$ cat config.mk
export PLATFORM = sky130hd
export DESIGN_NAME = hvn_front
export DESIGN_NICKNAME = d
export VERILOG_FILES = /design/src/sv/hvn_pkg.sv /design/src/sv/hvn_front.sv
export SDC_FILE = /design/constraint.sdc
export NUM_CORES = 1
export LEC_CHECK = 0
export BUFFER_PORTS_ARGS = -buffer_cell sky130_fd_sc_hd__buf_2
export CAP_MARGIN = 20
export CORE_MARGIN = 2
export CORE_UTILIZATION = 42
export DETAILED_ROUTE_END_ITERATION = 8
export GPL_ROUTABILITY_DRIVEN = 0
export PLACE_DENSITY = 0.78
export SLEW_MARGIN = 10
export SYNTH_ARGS = -nofsm -noshare
export SYNTH_HDL_FRONTEND = slang
export SYNTH_SLANG_ARGS = --single-unit
$ cat constraint.sdc
create_clock -name clock -period 2.1 [get_ports clock]
set_clock_uncertainty 0.2 [all_clocks]
set_input_delay 0.105 -clock clock [delete_from_list [all_inputs] [get_ports clock]]
set_output_delay 0.105 -clock clock [all_outputs]
set_load 0.02 [all_outputs]
$ cat src/sv/hvn_pkg.sv
`timescale 1ns / 1ps

package hvn_pkg;

   // Defaults for the top-level parameters
   localparam int MAX_DIM_DEF = 1024;
   localparam int OCTAVES_DEF = 4;

   // Field widths fixed by the interface
   localparam int COORD_W  = 10;
   localparam int SEED_W   = 32;
   localparam int INVF_W   = 24;
   localparam int SCALE_W  = 16;
   localparam int DIM_W    = 11;
   localparam int HEIGHT_W = 41;
   localparam int CSR_AW   = 5;
   localparam int CSR_DW   = 32;

   // Datapath widths
   localparam int PROD_W = SEED_W + INVF_W + 1;   // noise times inv_frequency
   localparam int SUM_W  = PROD_W + 2;            // octave sum, geometric weights stay below 2x
   localparam int LO_W   = 22;                    // low split of the height before scaling
   localparam int HI_W   = SUM_W - LO_W;
   localparam int A_W    = HI_W + SCALE_W + 1;
   localparam int B_W    = LO_W + SCALE_W;
   localparam int FULL_W = A_W + LO_W;
   localparam int SCALE_SHIFT = 38;
   localparam int R_W    = FULL_W - SCALE_SHIFT;

   // Back-end pipeline depth and queue depth
   localparam int BACK_STAGES = 9;
   localparam int QUEUE_DEPTH = 4;

   // Hash constants
   localparam logic [31:0] HASH_X_MUL = 32'd73856093;
   localparam logic [31:0] HASH_Y_MUL = 32'd19349663;
   localparam logic [31:0] HASH_C1    = 32'd15731;
   localparam logic [31:0] HASH_C2    = 32'd789221;
   localparam logic [31:0] HASH_C3    = 32'd1376312589;
   localparam logic signed [31:0] NOISE_ONE = 32'sh4000_0000;   // 1.0 in Q2.30
   localparam logic signed [SUM_W-1:0] HALF_BIAS = SUM_W'(64'sd1 <<< 46);

   // Register reset values
   localparam logic [SEED_W-1:0]  SEED_RST  = '0;
   localparam logic [INVF_W-1:0]  INVF_RST  = 24'd65536;
   localparam logic [SCALE_W-1:0] SCALE_RST = 16'd256;
   localparam logic [DIM_W-1:0]   DIM_RST   = 11'd1024;

   typedef enum logic [2:0] {
      REG_BASE_SEED     = 3'd0,
      REG_INV_FREQUENCY = 3'd1,
      REG_HEIGHT_SCALE  = 3'd2,
      REG_MAP_WIDTH     = 3'd3,
      REG_MAP_HEIGHT    = 3'd4
   } hvn_reg_type;

   typedef struct packed {
      logic [COORD_W-1:0] x_coord;
      logic [COORD_W-1:0] y_coord;
      logic               in_range;
   } hvn_item_type;

   typedef struct packed {
      logic [DIM_W-1:0] map_width;
      logic [DIM_W-1:0] map_height;
   } hvn_dims_type;

   typedef struct packed {
      logic [SEED_W-1:0]  base_seed;
      logic [INVF_W-1:0]  inv_frequency;
      logic [SCALE_W-1:0] height_scale;
   } hvn_noise_cfg_type;

endpackage

$ cat src/sv/hvn_front.sv
`timescale 1ns / 1ps

module hvn_front #(
   parameter int MAX_DIM = hvn_pkg::MAX_DIM_DEF
) (
   input  logic                         clock,
   input  logic                         reset,
   input  logic                         in_valid,
   output logic                         in_ready,
   input  logic [hvn_pkg::COORD_W-1:0]  in_x_coord,
   input  logic [hvn_pkg::COORD_W-1:0]  in_y_coord,
   input  hvn_pkg::hvn_dims_type        dims,
   output logic                         out_valid,
   input  logic                         out_ready,
   output hvn_pkg::hvn_item_type        out_item
);

   localparam int BOUND_W = $clog2(MAX_DIM + 1);
   localparam int CMP_W   = (BOUND_W > hvn_pkg::DIM_W) ? BOUND_W : hvn_pkg::DIM_W;
   localparam logic [CMP_W-1:0] MAX_BOUND = CMP_W'(MAX_DIM);

   logic                  valid_ff;
   hvn_pkg::hvn_item_type item_ff;
   hvn_pkg::hvn_item_type item_in;
   logic [CMP_W-1:0]      width_lim;
   logic [CMP_W-1:0]      height_lim;
   logic                  take;

   // Clamp the map bounds, then classify the point
   always_comb begin
      width_lim  = (CMP_W'(dims.map_width) > MAX_BOUND) ? MAX_BOUND : CMP_W'(dims.map_width);
      height_lim = (CMP_W'(dims.map_height) > MAX_BOUND) ? MAX_BOUND : CMP_W'(dims.map_height);
      item_in.x_coord  = in_x_coord;
      item_in.y_coord  = in_y_coord;
      item_in.in_range = (CMP_W'(in_x_coord) < width_lim) && (CMP_W'(in_y_coord) < height_lim);
   end

   assign in_ready  = !valid_ff || out_ready;
   assign take      = in_valid && in_ready;
   assign out_valid = valid_ff;
   assign out_item  = item_ff;

   always_ff @(posedge clock) begin
      if (reset) begin
         valid_ff <= 1'b0;
      end else if (in_ready) begin
         valid_ff <= in_valid;
      end
   end

   always_ff @(posedge clock) begin
      if (take) begin
         item_ff <= item_in;
      end
   end

endmodule

Word-level counts from Yosys, hierarchy flattened
Index checks and enable logic that the tools add are counted.
- flip-flop bits (word level): 22
- word-level logic and storage cells: 14
- output and inout port bits: 23
- input port bits: 46
- reductions and logical operators: 4
- order comparisons: 4
- multiplexer cells: 2
- operators by type and width (operator ; number):
    $gt A11 B11 Y1 const B ; 2
    $lt A10 B11 Y1 ; 2
    $mux W11 ; 2
    $logic_and A1 B1 Y1 ; 2
    $logic_not A1 Y1 ; 1
    $logic_or A1 B1 Y1 ; 1

Depth between registers and ports, before layout
Gate-level depths: netlist of run 1.
- word-level depth: 4
- gate-level depth with buffers: 8

Worst setup path before layout of run 1
Ideal clock, no wire load.
- path type: flip-flop to flip-flop
- from: register valid_ff, in the netlist out_valid
- to: register item_ff (netlist bit out_item[0]), enable pin
- buffers on the path: 0
- library setup time: 0.379 ns
- required time: 1.521 ns
- cell stages (with the launch flop): 3
- setup slack: 0.319 ns
- arrival: 1.201 ns
- period minus slack after synthesis: 1.781 ns
- cell sequence: dfxtp_1 -> nand2b_1 -> and2_1
- word-level cells in the longest chain between the ends: 3
- ends and longest elaborated chain (element ; RTL line ; source):
    start, declared ; hvn_front.sv:22 ; logic valid_ff;
    start signal, assigned ; hvn_front.sv:47 ; valid_ff <= in_valid;
    $logic_not A1 Y1 ; hvn_front.sv:38 ; assign in_ready = !valid_ff || out_ready;
    $logic_or A1 B1 Y1 ; hvn_front.sv:38 ;
    named net in_ready ; hvn_front.sv:9 ; output logic in_ready,
    $logic_and A1 B1 Y1 ; hvn_front.sv:39 ; assign take = in_valid && in_ready;
    named net take ; hvn_front.sv:27 ; logic take;
    end signal, assigned ; hvn_front.sv:53 ; item_ff <= item_in;
    end, declared ; hvn_front.sv:23 ; hvn_pkg::hvn_item_type item_ff;
The timed path passes the listed nets, and every way through them passes these cells.
A chain may end at the register's enable or synchronous reset.

==> results of run 1 <==
[logic make-up after synthesis]
logic type	after synthesis	synth area share
compound gates	17	0.0909
simple gates	33	0.139
buf+inv	4	0.0130
fa+ha+maj	18	0.195
flops	22	0.563
[layer usage]
layer	up-vias	track usage	share of wire
li1	539	-	-
met3	15	0.0230	0.058
met4	0	0.146	0.045
met2	58	0.435	0.55
met5	-	0	0
met1	524	0.208	0.35
[layout make-up]
type	count	area, µm²	area share
clock buffers	4	36.3	0.0201
inverters	3	11.3	0.00625
multi-input cells	68	490	0.272
flip-flops and latches	22	651	0.361
well taps	31	38.8	0.0215
repair buffers	92	576	0.319
[per-stage QoR]
| step | hold slack (ns) | instances |
|---|---|---|
| 2_1_floorplan | -0.0259 | 94 |
| 3_3_place_gp | 0.0625 | 194 |
| 3_5_place_dp | 0.0622 | 194 |
| 4_1_cts | 0.238 | 220 |
| 5_1_grt | 0.248 | 220 |
| 6_report | 0.243 | 220 |
[Yosys cell counts, drive strengths merged]
cell type,instances
dfxtp,1
clkbuf,1
a222oi,1
nand3,1
nor4b,1
nor2,1
a21oi,6
and4,2
and4b,1
a22oi,1
o21bai,1
nand2b,1
nand2,22
edfxtp,21
a21o,4
o21ai,4
nor3b,1
and2,2
and3,1
inv,3
ha,18
[how the worst max path moves through the flow]
stage,cells after the start,to,slack (ns),start
2_1_floorplan,2,out_item[0]$_DFFE_PP_,0.32,out_valid$_SDFFE_PP0N_
3_3_place_gp,8,out_item[0]$_DFFE_PP_,0.18,dims[21]
3_5_place_dp,8,out_item[0]$_DFFE_PP_,0.07,dims[21]
4_1_cts,7,out_item[0]$_DFFE_PP_,0.15,in_x_coord[8]
5_1_grt,7,out_item[0]$_DFFE_PP_,0.1,in_x_coord[8]
6_report,7,out_item[0]$_DFFE_PP_,0.14,in_x_coord[8]
[report_power, final]
group,internal [mW],switching [mW]
logic,0.119,0.130
clock network,0.106,0.134
registers,0.511,0.00608
total,0.737,0.271
[placed cells by master, fill, tap and decap left out]
cell type	count
buf_4	2
and2_1	2
buf_2	68
dlygate4sd3_1	22
nor3b_1	1
a22oi_1	1
a222oi_1	1
nand3_1	1
inv_1	3
o21bai_1	1
clkbuf_8	1
edfxtp_1	21
o21ai_0	4
nand2b_1	1
nand2_1	22
a21o_1	4
dfxtp_1	1
a21oi_1	6
nor4b_1	1
nor2_1	1
and4b_1	1
and4_1	2
ha_1	18
clkbuf_4	3
and3_1	1
[state kept, by name (all words and copies together) (netlist names)]
name,flops
out_item,21
out_valid,1
[worst min-delay path, cell delays in order]
cell and delay, ns:
buf_2 0.11, and2_1 0.13, buf_4 0.22
==> impl_metrics.yaml, run 1 <==
sta:
  report.final.hold_viol_count: 0
  setup_ws_ns: 0.135
  rsz0062_at_grt: "no"
  fmax_mhz: 509
  worstMarginPinSlew_ns: 0.321
  slew_headroom: 0.783
  setup_viol: 0
  maxSlewViolCount: 0
  period_needed_ns: 1.96
  timing.final.crit_share: 0.936
  tns_ns: 0
floorplan:
  die_h_um: 56.5
  rows: 19
  die_w_um: 56.5
  dieArea_mm2: 0.00319
  initial_core_util: 0.430
  core_mm2: 0.00269
  ioPinCount: 69
grt:
  grt_antenna_before_repair: 0
  grt_max_degree: 22
  grt_pass1_wl_um: 5310
  grt_usage: 0.221
  overflow: 0
  grt_pass1_vias: 1276
placed_design:
  portBuffers: 68
  post-place-ws_ns: 0.0666
  hpwl_um: 2350
  placed_area_mm2: 0.00155
setup_path:
  end_kind: "register"
  worstPathMaxFanout: 2
  cp_num_buf_inv: 2
  cpPeakStageDelay_ns: 0.54
  cp_top_family: "buffers and inverters"
  path_cells: "dlygate4sd3_1, buf_2, ha_1, a21o_1, a21o_1, a222oi_1, and3_1"
  critPathRequiredTime_ns: 2.09
  start_kind: "primary input"
  crit_type: "in -> reg"
  arrival_ns: 1.95
  crit_path_frequent_cell: "a21o_1"
  reg2reg_depth: 3
  ff2ff_setup_slack_ns: 0.70
  crit_slowest_cell: "dlygate4sd3_1"
  reg2reg_to: "out_item[11]$_DFFE_PP_"
  timing.rr.start: "out_valid$_SDFFE_PP0N_"
synthesis:
  synth_largest_area_cell: "edfxtp_1"
  yosys_warnings: 0
  ys_ff_latch: 22
  synth_area_leaders: "edfxtp_1 55%, ha_1 19%, nand2_1 7.1%, a21oi_1 2.6%, a21o_1 2.6%"
  postSynthAreaPerCell_um2: 12.3
  synth_nets: 158
  seq_area_frac_synth: 0.563
  synth_cell_types: 21
  syn_inst: 94
  syn_area_mm2: 0.00116
  synth_top_area_frac: 0.545
finish:
  stdcell_area_mm2: 0.00180
  area_delta_synth_final_pct: 56.0
  fin_util: 0.671
  fin_nets: 254
  layout-drive-gt1-share: 0.392
  fillers: 209
  diodes: 0
worst_hold_path:
  holdCritStartpoint: "in_valid"
  min_to: "out_item[19]$_DFFE_PP_"
  min-delay-path-class: "in -> reg"
  hold_path_depth: 3
detailed_routing:
  final_antenna_net_count: 0
  drc: 0
  routed_via_density: 5.16
  vias: 1136
  drtIter0Drc: 28
  routed_wl_um: 3280
  drt-wirelength-per-cell_um: 14.9
  firstDrtPassIters: 5
clocking:
  cts_made_buffers: 3
  hold_buffers: 22
  post_cts_buffers: 0
  tritoncts: "built"
  htree_levels: 1
  cts.path.max_buffers: 2
  cts_resized: 0
  ctsRootBufferMaster: "clkbuf_4"
  clock_latency_ns: 0.31
  clock-sinks: 22
  clkTransAtPathRegs_ns: 0.13
power:
  p_leak_nw: 0.870
  powerDensity_mw_per_mm2: 559
  finalPower_mw: 1.01
  ir_worst_vdd_mv: 0.368
job:
  drv_cap: 0
outcome:
  status: "finished, final reports clean"
Power figures use the tool's default switching activity.
==> inputs of run 2 (changes only) <==
CORE_UTILIZATION = 45   (was 42)
PLACE_DENSITY = 0.83   (was 0.78)
clock period = 2.5 ns   (was 2.1 ns; I/O delays follow)
==> run 2 against run 1 <==
  * Clock power rose by 15%
  * Worst hold slack improved by 0.011 ns
  * Core utilization rose by 6.6 points
  * Cell count fell by 0.91%
  * Count of clock-buffer cells in the layout fell by 1
  * Worst setup slack improved by 0.41 ns
  * Total power fell by 9.2%
  * Combinational power fell by 18%
  * Flip-flop and latch count did not move
  * Critical path type unchanged
  * Critical endpoint unchanged
  * Largest cell class unchanged
==> impl_metrics.yaml, run 2 (synthesis results as in run 1) <==
setup_path:
  cp_top_family: "buffers and inverters"
  start_kind: "primary input"
  crit_slowest_cell: "dlygate4sd3_1"
  timing.rr.start: "out_valid$_SDFFE_PP0N_"
  ff2ff_setup_slack_ns: 1.13
  reg2reg_depth: 3
  critical_path.startpoint: "in_x_coord[6]"
  crit_type: "in -> reg"
  cp_num_buf_inv: 2
  reg2reg_to: "out_valid$_SDFFE_PP0N_"
  end_kind: "register"
  worstPathMaxFanout: 3
  arrival_ns: 1.95
  path_cells: "dlygate4sd3_1, buf_2, ha_1, and4_1, and2_1, a222oi_1, and3_1"
  cpPeakStageDelay_ns: 0.53
  critPathRequiredTime_ns: 2.50
sta:
  rsz0062_at_grt: "no"
  worstMarginPinSlew_ns: 0.319
  period_needed_ns: 1.95
  maxSlewViolCount: 0
  report.final.hold_viol_count: 0
  fmax_mhz: 512
  timing.final.crit_share: 0.781
  slew_headroom: 0.787
  whs_ns: 0.254
  setup_viol: 0
  tns_ns: 0
finish:
  stdcell_area_mm2: 0.00181
  area_delta_synth_final_pct: 56.6
  largest_reg_flops: 21
  diodes: 0
  final_common_cell: "buf_2"
  layout-drive-gt1-share: 0.388
  final_cell_mix: "68 x buf_2, 22 x nand2_1, 22 x dlygate4sd3_1"
  fin_util: 0.738
  fin_nets: 253
clocking:
  clock_latency_ns: 0.31
  htree_levels: 1
  cts_made_buffers: 3
  tritoncts: "built"
  post_cts_buffers: 0
  clkTransAtPathRegs_ns: 0.13
  cts.path.max_buffers: 2
  hold_buffers: 22
  clock-sinks: 22
  cts_resized: 0
  ctsRootBufferMaster: "clkbuf_4"
worst_hold_path:
  min-delay-path-class: "in -> reg"
  hold_path_depth: 3
  holdCritStartpoint: "in_valid"
  min_to: "out_item[0]$_DFFE_PP_"
placed_design:
  portBuffers: 68
  hpwl_um: 2210
  placed_area_mm2: 0.00154
outcome:
  status: "finished, final reports clean"
grt:
  grt_pass1_vias: 1095
  grt_usage: 0.215
  grt_max_degree: 22
  grt_antenna_before_repair: 0
  grt_pass1_wl_um: 4450
  overflow: 0
detailed_routing:
  vias: 1107
  routed_via_density: 5.08
  drt-wirelength-per-cell_um: 13.7
  routed_wl_um: 2990
  drc: 0
  drtIter0Drc: 25
  firstDrtPassIters: 4
  final_antenna_net_count: 0
power:
  powerDensity_mw_per_mm2: 505
  p_leak_nw: 0.872
  ir_worst_vdd_mv: 0.409
  finalPower_uw: 915
floorplan:
  die_w_um: 54.7
  rows: 18
  ioPinCount: 69
  die_h_um: 54.7
  initial_core_util: 0.471
  core_mm2: 0.00245
  dieArea_mm2: 0.00299
job:
  drv_cap: 0
run 2: cell count changes in the layout (fill, tap and decap cells not counted), sizes merged:
cell,before,now
bufinv,0,1
clkbuf,4,3
buf,70,69
run 2: tightest hold or removal path: cells and delay by family:
family,cells,cell delay (ns)
buf+inv,2,0.32
simple gates,1,0.14
run 2: how the worst max path moves through the flow:
stage | to | slack (ns) | depth (start not counted)
final | out_item[0]$_DFFE_PP_ | 0.55 | 7
after floorplan | out_item[0]$_DFFE_PP_ | 0.70 | 8
after CTS | out_item[0]$_DFFE_PP_ | 0.56 | 7
after detailed placement | out_item[0]$_DFFE_PP_ | 0.44 | 8
after global routing | out_item[0]$_DFFE_PP_ | 0.46 | 7
after global placement | out_item[0]$_DFFE_PP_ | 0.55 | 8
run 2: stage by stage:
stage                     setup slack (ns)  instances
after floorplan                      0.704         94
after global placement               0.546        192
after detailed placement             0.443        192
after CTS                            0.557        218
after global routing                 0.457        218
final                                0.548        218
run 2: layout make-up:
class / count / area (µm²)
clock buffer: 3 / 22.5
fill: 171 / 644
clock inverter: 1 / 30.0
inverter: 3 / 11.3
timing repair buffer: 91 / 568
multi-input combinational: 68 / 490
tap: 30 / 37.5
sequential: 22 / 651
run 2: routing by layer:
metal	part of all wire	track usage	routed length, µm
met1	0.37	0.224	1100
met2	0.54	0.401	1610
met3	0.071	0.0383	213
met4	0.021	0.113	64
met5	0	0	0
run 2: power by group:
group | internal, mW | switching, mW | total, mW
registers | 0.430 | 0.00473 | 0.434
logic | 0.0988 | 0.106 | 0.205
clock network | 0.162 | 0.113 | 0.275
