[src/sv/hvn_pkg.sv]
`timescale 1ns / 1ps

package hvn_pkg;

   // Defaults for the top-level parameters
   localparam int MAX_DIM_DEF = 1024;
   localparam int OCTAVES_DEF = 4;

   // Field widths fixed by the interface
   localparam int COORD_W  = 10;
   localparam int SEED_W   = 32;
   localparam int INVF_W   = 24;
   localparam int SCALE_W  = 16;
   localparam int DIM_W    = 11;
   localparam int HEIGHT_W = 41;
   localparam int CSR_AW   = 5;
   localparam int CSR_DW   = 32;

   // Datapath widths
   localparam int PROD_W = SEED_W + INVF_W + 1;   // noise times inv_frequency
   localparam int SUM_W  = PROD_W + 2;            // octave sum, geometric weights stay below 2x
   localparam int LO_W   = 22;                    // low split of the height before scaling
   localparam int HI_W   = SUM_W - LO_W;
   localparam int A_W    = HI_W + SCALE_W + 1;
   localparam int B_W    = LO_W + SCALE_W;
   localparam int FULL_W = A_W + LO_W;
   localparam int SCALE_SHIFT = 38;
   localparam int R_W    = FULL_W - SCALE_SHIFT;

   // Back-end pipeline depth and queue depth
   localparam int BACK_STAGES = 9;
   localparam int QUEUE_DEPTH = 4;

   // Hash constants
   localparam logic [31:0] HASH_X_MUL = 32'd73856093;
   localparam logic [31:0] HASH_Y_MUL = 32'd19349663;
   localparam logic [31:0] HASH_C1    = 32'd15731;
   localparam logic [31:0] HASH_C2    = 32'd789221;
   localparam logic [31:0] HASH_C3    = 32'd1376312589;
   localparam logic signed [31:0] NOISE_ONE = 32'sh4000_0000;   // 1.0 in Q2.30
   localparam logic signed [SUM_W-1:0] HALF_BIAS = SUM_W'(64'sd1 <<< 46);

   // Register reset values
   localparam logic [SEED_W-1:0]  SEED_RST  = '0;
   localparam logic [INVF_W-1:0]  INVF_RST  = 24'd65536;
   localparam logic [SCALE_W-1:0] SCALE_RST = 16'd256;
   localparam logic [DIM_W-1:0]   DIM_RST   = 11'd1024;

   typedef enum logic [2:0] {
      REG_BASE_SEED     = 3'd0,
      REG_INV_FREQUENCY = 3'd1,
      REG_HEIGHT_SCALE  = 3'd2,
      REG_MAP_WIDTH     = 3'd3,
      REG_MAP_HEIGHT    = 3'd4
   } hvn_reg_type;

   typedef struct packed {
      logic [COORD_W-1:0] x_coord;
      logic [COORD_W-1:0] y_coord;
      logic               in_range;
   } hvn_item_type;

   typedef struct packed {
      logic [DIM_W-1:0] map_width;
      logic [DIM_W-1:0] map_height;
   } hvn_dims_type;

   typedef struct packed {
      logic [SEED_W-1:0]  base_seed;
      logic [INVF_W-1:0]  inv_frequency;
      logic [SCALE_W-1:0] height_scale;
   } hvn_noise_cfg_type;

endpackage

[src/sv/hvn_queue.sv]
`timescale 1ns / 1ps

module hvn_queue (
   input  logic                  clock,
   input  logic                  reset,
   input  logic                  in_valid,
   output logic                  in_ready,
   input  hvn_pkg::hvn_item_type in_item,
   output logic                  out_valid,
   input  logic                  out_ready,
   output hvn_pkg::hvn_item_type out_item
);

   localparam int DEPTH = hvn_pkg::QUEUE_DEPTH;
   localparam int PTR_W = $clog2(DEPTH);
   localparam int CNT_W = $clog2(DEPTH + 1);

   hvn_pkg::hvn_item_type slot_ff [DEPTH];
   logic [PTR_W-1:0]      wr_ptr_ff;
   logic [PTR_W-1:0]      rd_ptr_ff;
   logic [CNT_W-1:0]      cnt_ff;
   logic                  push;
   logic                  pop;

   assign in_ready  = (cnt_ff != CNT_W'(DEPTH));
   assign out_valid = (cnt_ff != '0);
   assign out_item  = slot_ff[rd_ptr_ff];
   assign push      = in_valid && in_ready;
   assign pop       = out_valid && out_ready;

   always_ff @(posedge clock) begin
      if (reset) begin
         wr_ptr_ff <= '0;
         rd_ptr_ff <= '0;
         cnt_ff    <= '0;
      end else begin
         if (push) begin
            wr_ptr_ff <= wr_ptr_ff + PTR_W'(1);
         end
         if (pop) begin
            rd_ptr_ff <= rd_ptr_ff + PTR_W'(1);
         end
         if (push && !pop) begin
            cnt_ff <= cnt_ff + CNT_W'(1);
         end else if (pop && !push) begin
            cnt_ff <= cnt_ff - CNT_W'(1);
         end
      end
   end

   always_ff @(posedge clock) begin
      if (push) begin
         slot_ff[wr_ptr_ff] <= in_item;
      end
   end

   a_cnt_bound: assert property (@(posedge clock) disable iff (reset)
      cnt_ff <= CNT_W'(DEPTH))
      else $error("queue count above depth");

   a_push_only: assert property (@(posedge clock) disable iff (reset)
      (push && !pop) |=> (cnt_ff == $past(cnt_ff) + CNT_W'(1)))
      else $error("queue count missed a push");

   a_drain: assert property (@(posedge clock) disable iff (reset)
      (pop && !push && cnt_ff == CNT_W'(1)) |=> !out_valid)
      else $error("queue shows an item after the last one left");

   a_ptr_gap: assert property (@(posedge clock) disable iff (reset)
      (cnt_ff == '0) |-> (wr_ptr_ff == rd_ptr_ff))
      else $error("empty queue with unequal pointers");

endmodule

[config.mk]
export PLATFORM = sky130hd
export DESIGN_NAME = hvn_queue
export DESIGN_NICKNAME = d
export VERILOG_FILES = /design/src/sv/hvn_pkg.sv /design/src/sv/hvn_queue.sv
export SDC_FILE = /design/constraint.sdc
export NUM_CORES = 1
export LEC_CHECK = 0
export BUFFER_PORTS_ARGS = -buffer_cell sky130_fd_sc_hd__buf_2
export CAP_MARGIN = 20
export CORE_UTILIZATION = 51
export DETAILED_ROUTE_END_ITERATION = 12
export PLACE_DENSITY = 0.75
export SLEW_MARGIN = 20
export SYNTH_ARGS = -nofsm -noshare
export SYNTH_HDL_FRONTEND = slang
export SYNTH_SLANG_ARGS = --single-unit
[constraint.sdc]
create_clock -name clock -period 2.3 [get_ports clock]
set_clock_uncertainty 0.15 [all_clocks]
set_input_delay 0.23 -clock clock [delete_from_list [all_inputs] [get_ports clock]]
set_output_delay 0.23 -clock clock [all_outputs]
set_load 0.005 [all_outputs]
### After elaboration in Yosys (flattened, before gate mapping)

Memories as Yosys holds them, arrays and structs flattened. A register that Yosys moved wholly into a read port is not among the register bits.
Cells that the tools add are included.

| storage, ports and cells | value |
|---|---|
| register bits | 7 |
| bits in writable memories | 84 |
| input bits | 25 |
| output and inout bits | 23 |
| word-level logic and storage cells | 23 |
| memories | 1 |

| cells by class | value |
|---|---|
| $add $sub $neg | 4 |
| equality and inequality tests | 1 |
| mux-type cells | 6 |
| reduce and logical (&&, ||, !) cells | 8 |

Memory list:

| name | depth | bits a word | rd ports | clocked after Yosys merged registers in | wr ports | line | source |
|---|---|---|---|---|---|---|---|
| slot_ff | 4 | 21 | 1 | 1 | 1 | hvn_queue.sv:18 | `hvn_pkg::hvn_item_type slot_ff [DEPTH];` |

Operators by type and width:

| operator | number |
|---|---|
| 3-bit two-way mux | 2 |
| 2-bit by 1-bit adder with 2-bit output, second input constant | 2 |
| 1-bit logical AND | 4 |
| 2-bit two-way mux | 2 |
| 3-bit by 1-bit adder with 3-bit output, second input constant | 1 |
| 3-bit != test, second input constant | 1 |
| 3-bit nonzero test | 1 |
| 3-bit by 1-bit subtractor with 3-bit output, second input constant | 1 |
| 1-bit logical NOT | 2 |
| 1-bit two-way mux | 2 |
| 2-bit nonzero test | 1 |

### Longest topological paths before layout

Gate-level depths: netlist of the first run.

| depth | value |
|---|---|
| word-level depth | 6 |
| gate-level depth with buffers | 8 |
| gate-level depth less buffers | 8 |

### Worst setup path before layout of the first run

No wires, ideal clock.

| path | value |
|---|---|
| kind | register -> register |
| start point | reg cnt_ff[0] |
| end point | reg cnt_ff[2] |
| setup time | 0.070 ns |
| data arrival time | 1.920 ns |
| required time | 2.080 ns |
| slack | 0.160 ns |
| cell stages (with the launch flop) | 9 |
| buffers on the path | 0 |
| period minus slack after synthesis | 2.140 ns |
| cells stage by stage | dfxtp_1 nor2_2 a21boi_4 ha_1 inv_1 fa_1 xor2_1 or3_1 a21oi_1 |

| on the way | value |
|---|---|
| word-level cells in the longest chain between the ends | 5 |
| elaborated cells between the ends (all ways) | 13 |
| those cells by class | add/sub (2); eq/ne (1); mux (2); reduce/logical (8) |

Ends and longest elaborated chain:

| item | line | source |
|---|---|---|
| from (decl) | hvn_queue.sv:21 | `logic [CNT_W-1:0] cnt_ff;` |
| from (signal assigned) | hvn_queue.sv:44 | `cnt_ff <= cnt_ff + CNT_W'(1);` |
| from (signal assigned) | hvn_queue.sv:46 | `cnt_ff <= cnt_ff - CNT_W'(1);` |
| 3-bit != test (*) | hvn_queue.sv:25 | `assign in_ready = (cnt_ff != CNT_W'(DEPTH));` |
| 1-bit logical AND (*) | hvn_queue.sv:28 | `assign push = in_valid && in_ready;` |
| via push | hvn_queue.sv:22 | `logic push;` |
| 1-bit logical NOT | hvn_queue.sv:45 | `end else if (pop && !push) begin` |
| 1-bit logical AND | hvn_queue.sv:45 |  |
| 2-bit nonzero test (no source line) | -- |  |

Mark *: on every way through the listed nets, which the timed path passes. The rest lies on a longest branch. The select of a mux whose other input is x is not followed.
A chain may end at the register's enable or synchronous reset.

### Final worst setup path of the first run

| path | value |
|---|---|
| start point | reg cnt_ff[1] |
| end point | reg cnt_ff[2] |

| on the way | value |
|---|---|
| word-level cells in the longest chain between the ends | 5 |
| elaborated cells between the ends (all ways) | 13 |
| those cells by class | add/sub (2); eq/ne (1); mux (2); reduce/logical (8) |

Ends and longest elaborated chain:

| item |
|---|
| parallel branches: the longest is 5 deep, another holds 3-bit by 1-bit subtractor with 3-bit output |

Several ways; the timed one is not identified. The select of a mux whose other input is x is not followed.

==> run metrics, run 1 <==
most frequent cells in the layout=edfxtp_1 (84), buf_2 (47), dlygate4sd3_1 (22); WS Path Type=flop to flop; number of max-cap violations=0; Rel. slew slack=78.42%; worst path required time=roughly 2.5 ns; fin area=roughly 4300 sq um; Compound-Gate Fraction of Synth Area=1.423%; Rows=29; worst-case clock buffer depth=2; Synth Net Count=about 190; adder-cell share of the synthesized area=2.348%; xor/xnor cell area share of the yosys netlist=0.9961%; GRT Overall Usage=17.57%; Seq cells post-synth=93; HPWL after DPL=3.712 mm; CTS tree=built; Root Driver=clkbuf_8; fmax=roughly 470 MHz; FILL cells=429; Post-CTS Setup Inserts=0; die area=7233 sq um; Crit Path Max Fanout=6; antenna-violating nets left=0; area delta synth->final=23.27%; final setup fails=0; unrepaired setup endpoints after global routing=false; sequential fraction of the synthesis area=76.84%; share of the synthesized area in the top cell type=71.72%; Post-Synthesis Cells=157; Vias/cell=approximately 5.3; Comb power frac=25.0%; synth top area cells=edfxtp_1 (72%), mux4_2 (13%), dfxtp_1 (5.1%); Yosys top cell by area=edfxtp_1; Ys Warns=0; Port Buffers=47; Worst-Skew Late Latency=0.36 ns; ys flop type=edfxtp_1; H-tree Lvls=3; WL met3=around 240 microns; drt first pass iters=4; Setup crit start kind=flop; GRT Residual Overflow=0; Placer Congestion=0.7341; worst slew pin tran=0.3187 ns; drt drc=0; post-route clock period utilization=92.79%; final wirelength=5.771 mm; proportion of layout cells with a drive suffix above 1=between 40% and 50%; Top Metal Used=met4; Post-synth EDFFs=84; min Tclk post-route=2.134 ns; first-pass GRT wire length=8.887 mm; static leakage=1.538 nW; Hold WC Path Type=input pin to flop; core footprint=6495 sq um; clock sinks=93; Metal-1 WL=2.368 mm; sw power=1.150 mW; Synth Area in Simple Gates=about 2.5%; largest net degree at the start of global routing=22; sequential share of power=50.1%; main combinational cell family by area after synthesis=multiplexers; sw frac=26.71%; internal power=3.157 mW; routed wl met2=3.069 mm; multiplexer area fraction after synthesis=14.55%; # diodes=0; Inserted Clock Buffers=9; NumNets Final=275; Async S/R FF share, synth=0%; maximum vdd drop=570.0 uV; final hold viol count=0; commonest non-fill, non-tap cell in the layout=edfxtp_1; die span in y=around 85 microns; crit end category=flop; vias in the first global route=1,767; Area after DPL=3904 sq um; DR vias=between 1,500 and 2,000; antenna violations before repair=0; Synth Area per Inst=22.40 sq um; routed len/inst=17.70 microns; initial DRC count=164; crit path DAT=2.28 ns; chip width=85.05 microns; clock share of power=24.9%; Initial Util=54.15%; setup tns final=0 ns; Clock transition at path regs=0.09 ns; Pwr Density=993.4 nW/um^2; IO Pins=48; Distinct cells, synth=25; status=completed; Cell Area, Synth=between 3000 and 4000 sq um; final slew viol count=0
critical path, cell delays in order, from the launching register on:
cell and delay, ns:
dfxtp_2 0.38, o31ai_4 0.30, ha_1 0.23, inv_1 0.06
fa_1 0.37, xor2_1 0.16, or3_1 0.30, a21oi_1 0.13
metrics by stage:
stage | utilization (%) | instances | power (mW) | hold slack, ns | setup slack (ns)
after CTS | 66.58 | 326 | 4.334 | 0.09177 | 0.09726
after global placement | 60.10 | 288 | 3.220 | 0.2956 | 0.1724
after detailed placement | 60.10 | 288 | 3.251 | 0.2981 | 0.1194
final | 66.75 | 326 | 4.307 | 0.09915 | 0.1657
after global routing | 66.75 | 326 | 4.518 | 0.1140 | 0.05805
after floorplan | - | 157 | 2.864 | 0.1789 | 0.1602
repair_timing:
action                                  CTS  global route
hold buffers                             22             0
endpoints found under the hold margin    85             0
endpoints found under the setup margin    0             1
resized for setup                         0             3
final cells by class:
cell class / count / area [sq um] / area share [%]
Clock buffer: 9 / 123.9 / 2.857
Clock inverter: 7 / 76.32 / 1.760
Inverter: 3 / 11.26 / 0.2597
Multi-Input combinational cell: 56 / 775.7 / 17.89
Sequential cell: 93 / 2706 / 62.42
Tap cell: 77 / 96.34 / 2.222
Timing Repair Buffer: 81 / 545.5 / 12.58
layer usage:
metal  up-vias  track usage [%]
li1        810                -
met1       857            20.79
met5         -                0
met2        51            29.62
met4         0            7.550
met3         7            5.837
Yosys cell counts (2+ instances only):
cell      instances
dfxtp_1           9
mux4_2           20
buf_2             2
nor2_1            7
edfxtp_1         84
xor2_1            4
buf_6             2
mux2i_1           2
and2_1            4
inv_1             3
nand2b_1          2
ha_1              5
state kept, by name, indices dropped and copies added (netlist names), named ones only:
signal / count
slot_ff: 84
rd_ptr_ff: 2
cnt_ff: 3
wr_ptr_ff: 2
kinds of logic (layout without fill, tap and decap cells):
group,Yosys count,in the layout
compound gates,5,5
xor+xnor,4,4
fa+ha+maj,6,6
buf+inv,8,100
flops,93,93
mux,24,24
simple gates,17,17
power by group through the flow:
stage | logic (mW) | clock network (mW) | registers [mW]
global route | 1.18 | 1.16 | 2.18
detailed placement | 1.06 | 0 | 2.19
global placement | 1.04 | 0 | 2.18
floorplan | 0.696 | 0 | 2.17
CTS | 1.10 | 1.09 | 2.15
finish | 1.08 | 1.07 | 2.16
worst paths after layout:
check                           slack [ns]         start  cells after the start      endpoint
worst max register to register        0.17     cnt_ff[1]                      7     cnt_ff[2]
worst min-delay path                   0.1     out_ready                      4  rd_ptr_ff[0]
worst min register to register        0.38  rd_ptr_ff[1]                      2          flop
worst max-delay path                  0.17     cnt_ff[1]                      7     cnt_ff[2]
No activity file was read; power rests on OpenSTA's default activity.
==> run 2, diff against run 1 <==
--- a/config.mk
+++ b/config.mk
@@ -7,6 +7,7 @@
 export LEC_CHECK = 0
 export BUFFER_PORTS_ARGS = -buffer_cell sky130_fd_sc_hd__buf_2
 export CAP_MARGIN = 20
+export CORE_MARGIN = 1.5
 export CORE_UTILIZATION = 51
 export DETAILED_ROUTE_END_ITERATION = 12
 export PLACE_DENSITY = 0.75
==> run 2 against run 1 <==
  * Wire length is 1.4% lower
  * Clock power is 5% lower
  * Cell area is 0.29% lower
  * Largest power group unchanged
==> run metrics, run 2 (synthesis results as in run 1) <==
status=completed; core footprint=6719 sq um (+3.4%); crit path DAT=2.26 ns (-0.02 ns); overall power=4.272 mW (-0.80%); buffer and inverter count on the worst path=1 (unchanged); WS Path Type=flop to flop; proportion of layout cells with a drive suffix above 1=40.49% (-0.88 points); IO Pins=48 (unchanged); GRT Overall Usage=16.72% (-0.85 points); final worst setup slack=0.1665 ns (+0.0007820 ns); final hold viol count=0 (unchanged); GRT Residual Overflow=0 (unchanged); largest net degree at the start of global routing=22 (unchanged); Crit Path Max Fanout=6 (unchanged); initial DRC count=134 (-18%); grt met3 use=5.005% (-0.83 points); Setup crit start kind=flop; grt met2 use=30.06% (+0.45 points); Slowest cell on crit path=dfxtp_2; Port Buffers=47 (unchanged); Root Driver=clkbuf_8; max incr delay on CP=0.38 ns (about the same); antenna violations before repair=0 (unchanged); unrepaired setup endpoints after global routing=false; H-tree Lvls=3 (unchanged); largest registers=slot_ff (84), cnt_ff (3); CP top delay family=adder cells; fin util=64.34% (-2.4 points); setup tns final=0 ns (unchanged); Pwr Density=988.3 nW/um^2 (-0.51%); M1 GR Usage=18.91% (-1.9 points); CTS tree=built; Initial Util=52.35% (-1.8 points); # diodes=0 (unchanged); fin area=4323 sq um (-0.29%); Clock transition at path regs=0.08 ns (about the same); crit end category=flop; min Tclk post-route=2.133 ns (-0.0007820 ns); HPWL after DPL=3.525 mm (-5.0%); antenna-violating nets left=0 (unchanged); Post-CTS Setup Inserts=0 (unchanged); critical path cell sequence=o31ai_4, ha_1, inv_1, fa_1, xor2_1, or3_1, a21oi_1; NumNets Final=273 (-0.73%); Rel. slew slack=77.33% (-1.1 points); Rows=30 (+3.4%); register name with the most flops=slot_ff; max FFs per register=84 (unchanged); Area after DPL=3911 sq um (+0.19%); fmax=468.7 MHz (about the same); worst-case clock buffer depth=2 (unchanged); commonest non-fill, non-tap cell in the layout=edfxtp_1; static leakage=1.537 nW (-0.12%); Place WS=0.1096 ns (-0.009797 ns); final wirelength=5.689 mm (-1.4%); drt first pass iters=4 (unchanged); Placer Congestion=0.7579 (+3.2%); GRT busiest layer=met2; clock sinks=93 (unchanged); routed len/inst=17.40 microns (-1.7%); FILL cells=458 (+6.8%); most frequent cells in the layout=edfxtp_1 (84), buf_2 (47), dlygate4sd3_1 (21); die area=7404 sq um (+2.4%); post-route clock period utilization=92.76% (about the same); Worst-Skew Late Latency=0.34 ns (-0.02 ns); maximum vdd drop=558.5 uV (-2.0%); final setup fails=0 (unchanged); DR vias=1,711 (-0.81%); area delta synth->final=22.91%; worst path required time=2.43 ns (-0.02 ns); first-pass GRT wire length=8.894 mm (about the same); drt drc=0 (unchanged); Hold WC Path Type=input pin to flop; Vias/cell=5.232 (-1.1%); vias in the first global route=1,842 (+4.2%); worst slew pin tran=0.3395 ns (+0.02078 ns); die span in y=86.05 microns (+1.2%); number of max-cap violations=0 (unchanged); chip width=86.05 microns (+1.2%); final slew viol count=0 (unchanged); Inserted Clock Buffers=9 (unchanged)
==> run 2: cell count changes in the layout (fill, tap and decap cells not counted), sizes merged <==
cell         change
dlygate4sd3      -1
clkinvlp         -2
clkinv           +2
buf              -1
==> run 2: layout make-up <==
type	instances	area [sq um]	area share [%]
Multi-Input combinational cell	56	775.7	17.94
Timing Repair Buffer	79	540.5	12.50
Inverter	3	11.26	0.2605
Clock buffer	9	123.9	2.865
Sequential cell	93	2705	62.58
Clock inverter	7	66.31	1.534
Tap cell	80	100.1	2.315
==> run 2: worst register-to-register path, stage by stage (launching register included) <==
cell	delay [ns]
dfxtp_2	0.38
o31ai_4	0.29
ha_1	0.23
inv_1	0.07
fa_1	0.37
xor2_1	0.15
or3_1	0.30
a21oi_1	0.14
==> run 2: layer usage <==
metal,vias to the layer above,part of all wire (%)
met1,866,42
met4,0,0.62
met5,-,0
li1,808,-
met2,33,54
met3,4,3.3
==> run 2: timing repair <==
action	CTS	global route
hold buffers	21	0
endpoints found under the hold margin	84	0
resized for setup	0	3
endpoints found under the setup margin	0	1
==> run 2: power breakdown <==
part           switching, mW  total, mW  internal, mW
logic                  0.487       1.09         0.603
clock network          0.528       1.02         0.496
registers             0.0985       2.16          2.06
total                   1.11       4.27          3.16
==> run 2: worst paths after layout <==
check	from	to	slack [ns]	cells past startpoint
setup / recovery	cnt_ff[1]	cnt_ff[2]	0.17	7
hold / removal	reset	cnt_ff[2]	0.02	2
setup reg to reg	cnt_ff[1]	cnt_ff[2]	0.17	7
hold reg to reg	wr_ptr_ff[1]	wr_ptr_ff[1]	0.37	2
==> run 2: metrics by stage <==
step | cells | hold WS [ns]
floorplan | 157 | 0.1789
global placement | 290 | 0.2943
detailed placement | 290 | 0.2971
CTS | 327 | 0.0004122
global route | 327 | 0.02496
finish | 327 | 0.01795
==> run 3, diff against run 2 <==
--- a/config.mk
+++ b/config.mk
@@ -7,10 +7,12 @@
 export LEC_CHECK = 0
 export BUFFER_PORTS_ARGS = -buffer_cell sky130_fd_sc_hd__buf_2
 export CAP_MARGIN = 20
+export CELL_PAD_IN_SITES_DETAIL_PLACEMENT = 0
+export CELL_PAD_IN_SITES_GLOBAL_PLACEMENT = 2
 export CORE_MARGIN = 1.5
-export CORE_UTILIZATION = 51
+export CORE_UTILIZATION = 39
 export DETAILED_ROUTE_END_ITERATION = 12
-export PLACE_DENSITY = 0.75
+export PLACE_DENSITY_LB_ADDON = 0.1
 export SLEW_MARGIN = 20
 export SYNTH_ARGS = -nofsm -noshare
 export SYNTH_HDL_FRONTEND = slang
==> run 3 against run 2 <==
  * Clock power rose by 7%
  * Combinational power about the same
  * Worst hold slack better by 0.0040 ns
  * Power grew 2.6%
  * Global-route usage fell by 2.6 points
  * Largest power group unchanged
  * Non-clock buffer count increased by 1
  * Critical path depth rose by 1
  * Wire length grew 9.9%
  * Die area grew 30%
==> run metrics, run 3 (synthesis results as in run 1) <==
WS Path Type=flop to flop; Rows=34 (+13%); fmax=453.5 MHz (-3.3%); setup tns final=0 ns (unchanged); first-pass GRT wire length=10.07 mm (+13%); routed len/inst=17.57 microns (+0.98%); Port Buffers=47 (unchanged); DR vias=1,748 (+2.2%); hold slack=0.02199 ns (+0.004034 ns); maximum vdd drop=382.5 uV (-32%); unrepaired setup endpoints after global routing=false; buffer and inverter count on the worst path=1 (unchanged); Clock transition at path regs=0.09 ns (about the same); Pwr Density=999.7 nW/um^2 (+1.1%); largest net degree at the start of global routing=22 (unchanged); Vias/cell=4.910 (-6.2%); max FFs per register=84 (unchanged); r2r setup slk=0.09 ns (-0.07 ns); Hold WC Path Type=input pin to flop; NumNets Final=274 (+0.37%); area delta synth->final=24.65%; drt drc=0 (unchanged); max incr delay on CP=0.43 ns (+0.05 ns); R2R depth=8 (+1); number of max-cap violations=0 (unchanged); IO Pins=48 (unchanged); Slowest cell on crit path=dfxtp_2; antenna violations before repair=0 (unchanged); placed instance count=317 (+9.3%); GRT Residual Overflow=0 (unchanged); largest registers=slot_ff (84), cnt_ff (3); CP top delay family=adder cells; core footprint=8721 sq um (+30%); worst reg2reg endpoint=cnt_ff[2]; crit end category=flop; final wirelength=6.254 mm (+9.9%); HPWL after DPL=3.997 mm (+13%); Setup crit start kind=flop; initial DRC count=61 (-54%); worst-case clock buffer depth=2 (unchanged); status=completed; Rel. slew slack=68.91% (-8.4 points); Root Driver=clkbuf_8; commonest non-fill, non-tap cell in the layout=edfxtp_1; register name with the most flops=slot_ff; post-route clock period utilization=95.88% (+3.1 points); Reg-to-Reg Start=cnt_ff[1]; most frequent cells in the layout=edfxtp_1 (84), buf_2 (47), dlygate4sd3_1 (21); critical path cell sequence=nor2_2, a21boi_4, ha_2, inv_1, fa_1, xor2_1, or3_1, a21oi_1; hold path depth=2 (unchanged); Hold Path Sink=cnt_ff[0]; chip width=97.97 microns (+14%); worst hold start=reset; proportion of layout cells with a drive suffix above 1=41.94% (+1.4 points); final hold viol count=0 (unchanged); static leakage=1.540 nW (+0.24%); clock sinks=93 (unchanged); fin cells=356 (+8.9%); crit path DAT=2.32 ns (+0.06 ns); Initial Util=40.33% (-12 points); antenna-violating nets left=0 (unchanged); vias in the first global route=1,946 (+5.6%); Inserted Clock Buffers=9 (unchanged); Area after DPL=3940 sq um (+0.74%); Crit Path Max Fanout=6 (unchanged); # diodes=0 (unchanged); Worst-Skew Late Latency=0.35 ns (about the same); die span in y=97.97 microns (+14%); GRT Overall Usage=14.11% (-2.6 points); final slew viol count=0 (unchanged); min Tclk post-route=2.205 ns (+0.07181 ns); Placer Congestion=0.7066 (-6.8%); CTS tree=built; fin area=4384 sq um (+1.4%); worst path required time=2.41 ns (-0.02 ns); H-tree Lvls=3 (unchanged); die area=9597 sq um (+30%); drt first pass iters=4 (unchanged); final setup fails=0 (unchanged); worst slew pin tran=0.4657 ns (+0.1262 ns)
run 3: cell type report:
type                            instances  area, sq um
Inverter                                3        11.26
Tap cell                              108        135.1
Fill cell                             748         4337
Clock inverter                          5        60.06
Timing Repair Buffer                   80        548.0
Multi-Input combinational cell         56        778.2
Sequential cell                        93         2710
Clock buffer                           11        141.4
run 3: power breakdown:
group / switching [mW] / internal [mW] / total (mW)
Clock: 0.550 / 0.537 / 1.09
Combinational: 0.453 / 0.626 / 1.08
Sequential: 0.152 / 2.07 / 2.22
Total: 1.15 / 3.23 / 4.38
run 3: per-stage QoR:
stage | worst slack, ns | utilization (%) | power, mW
6_report | 0.09471 | 50.27 | 4.383
5_1_grt | 0.007574 | 50.27 | 4.627
4_1_cts | 0.05689 | 50.03 | 4.436
3_5_place_dp | 0.004148 | 45.18 | 3.304
3_3_place_gp | 0.1981 | 45.18 | 3.238
2_1_floorplan | 0.1602 | - | 2.864
run 3: worst max path at each step:
stage / from / to / slack, ns / cells past startpoint
final: cnt_ff[1] / cnt_ff[2] / 0.09 / 8
after global routing: flop / out_item[9] / 0.008 / 3
after CTS: flop / out_item[10] / 0.06 / 3
after detailed placement: cnt_ff[1] / cnt_ff[2] / 0.004 / 7
after global placement: cnt_ff[1] / cnt_ff[2] / 0.20 / 7
after floorplan: cnt_ff[0] / cnt_ff[2] / 0.16 / 8
run 3: per-layer routing:
metal | part of all wire (%) | track usage [%]
met4 | 1.7 | 6.923
met3 | 3.1 | 2.863
met5 | 0 | 0
met2 | 52 | 23.98
met1 | 43 | 17.25
run 3: repair_timing:
action                                  in CTS  in global routing
hold endpoints to repair                    84                  0
hold buffers                                21                  0
buffers inserted                             0                  2
pin swaps                                    0                  2
resized for setup                            3                  3
endpoints found under the setup margin       1                  1
run 3: worst reg2reg max path, stage by stage, from the launching register on:
cell and delay [ns]:
dfxtp_2 0.43, nor2_2 0.09, a21boi_4 0.17, ha_2 0.19
inv_1 0.05, fa_1 0.37, xor2_1 0.17, or3_1 0.33
a21oi_1 0.18
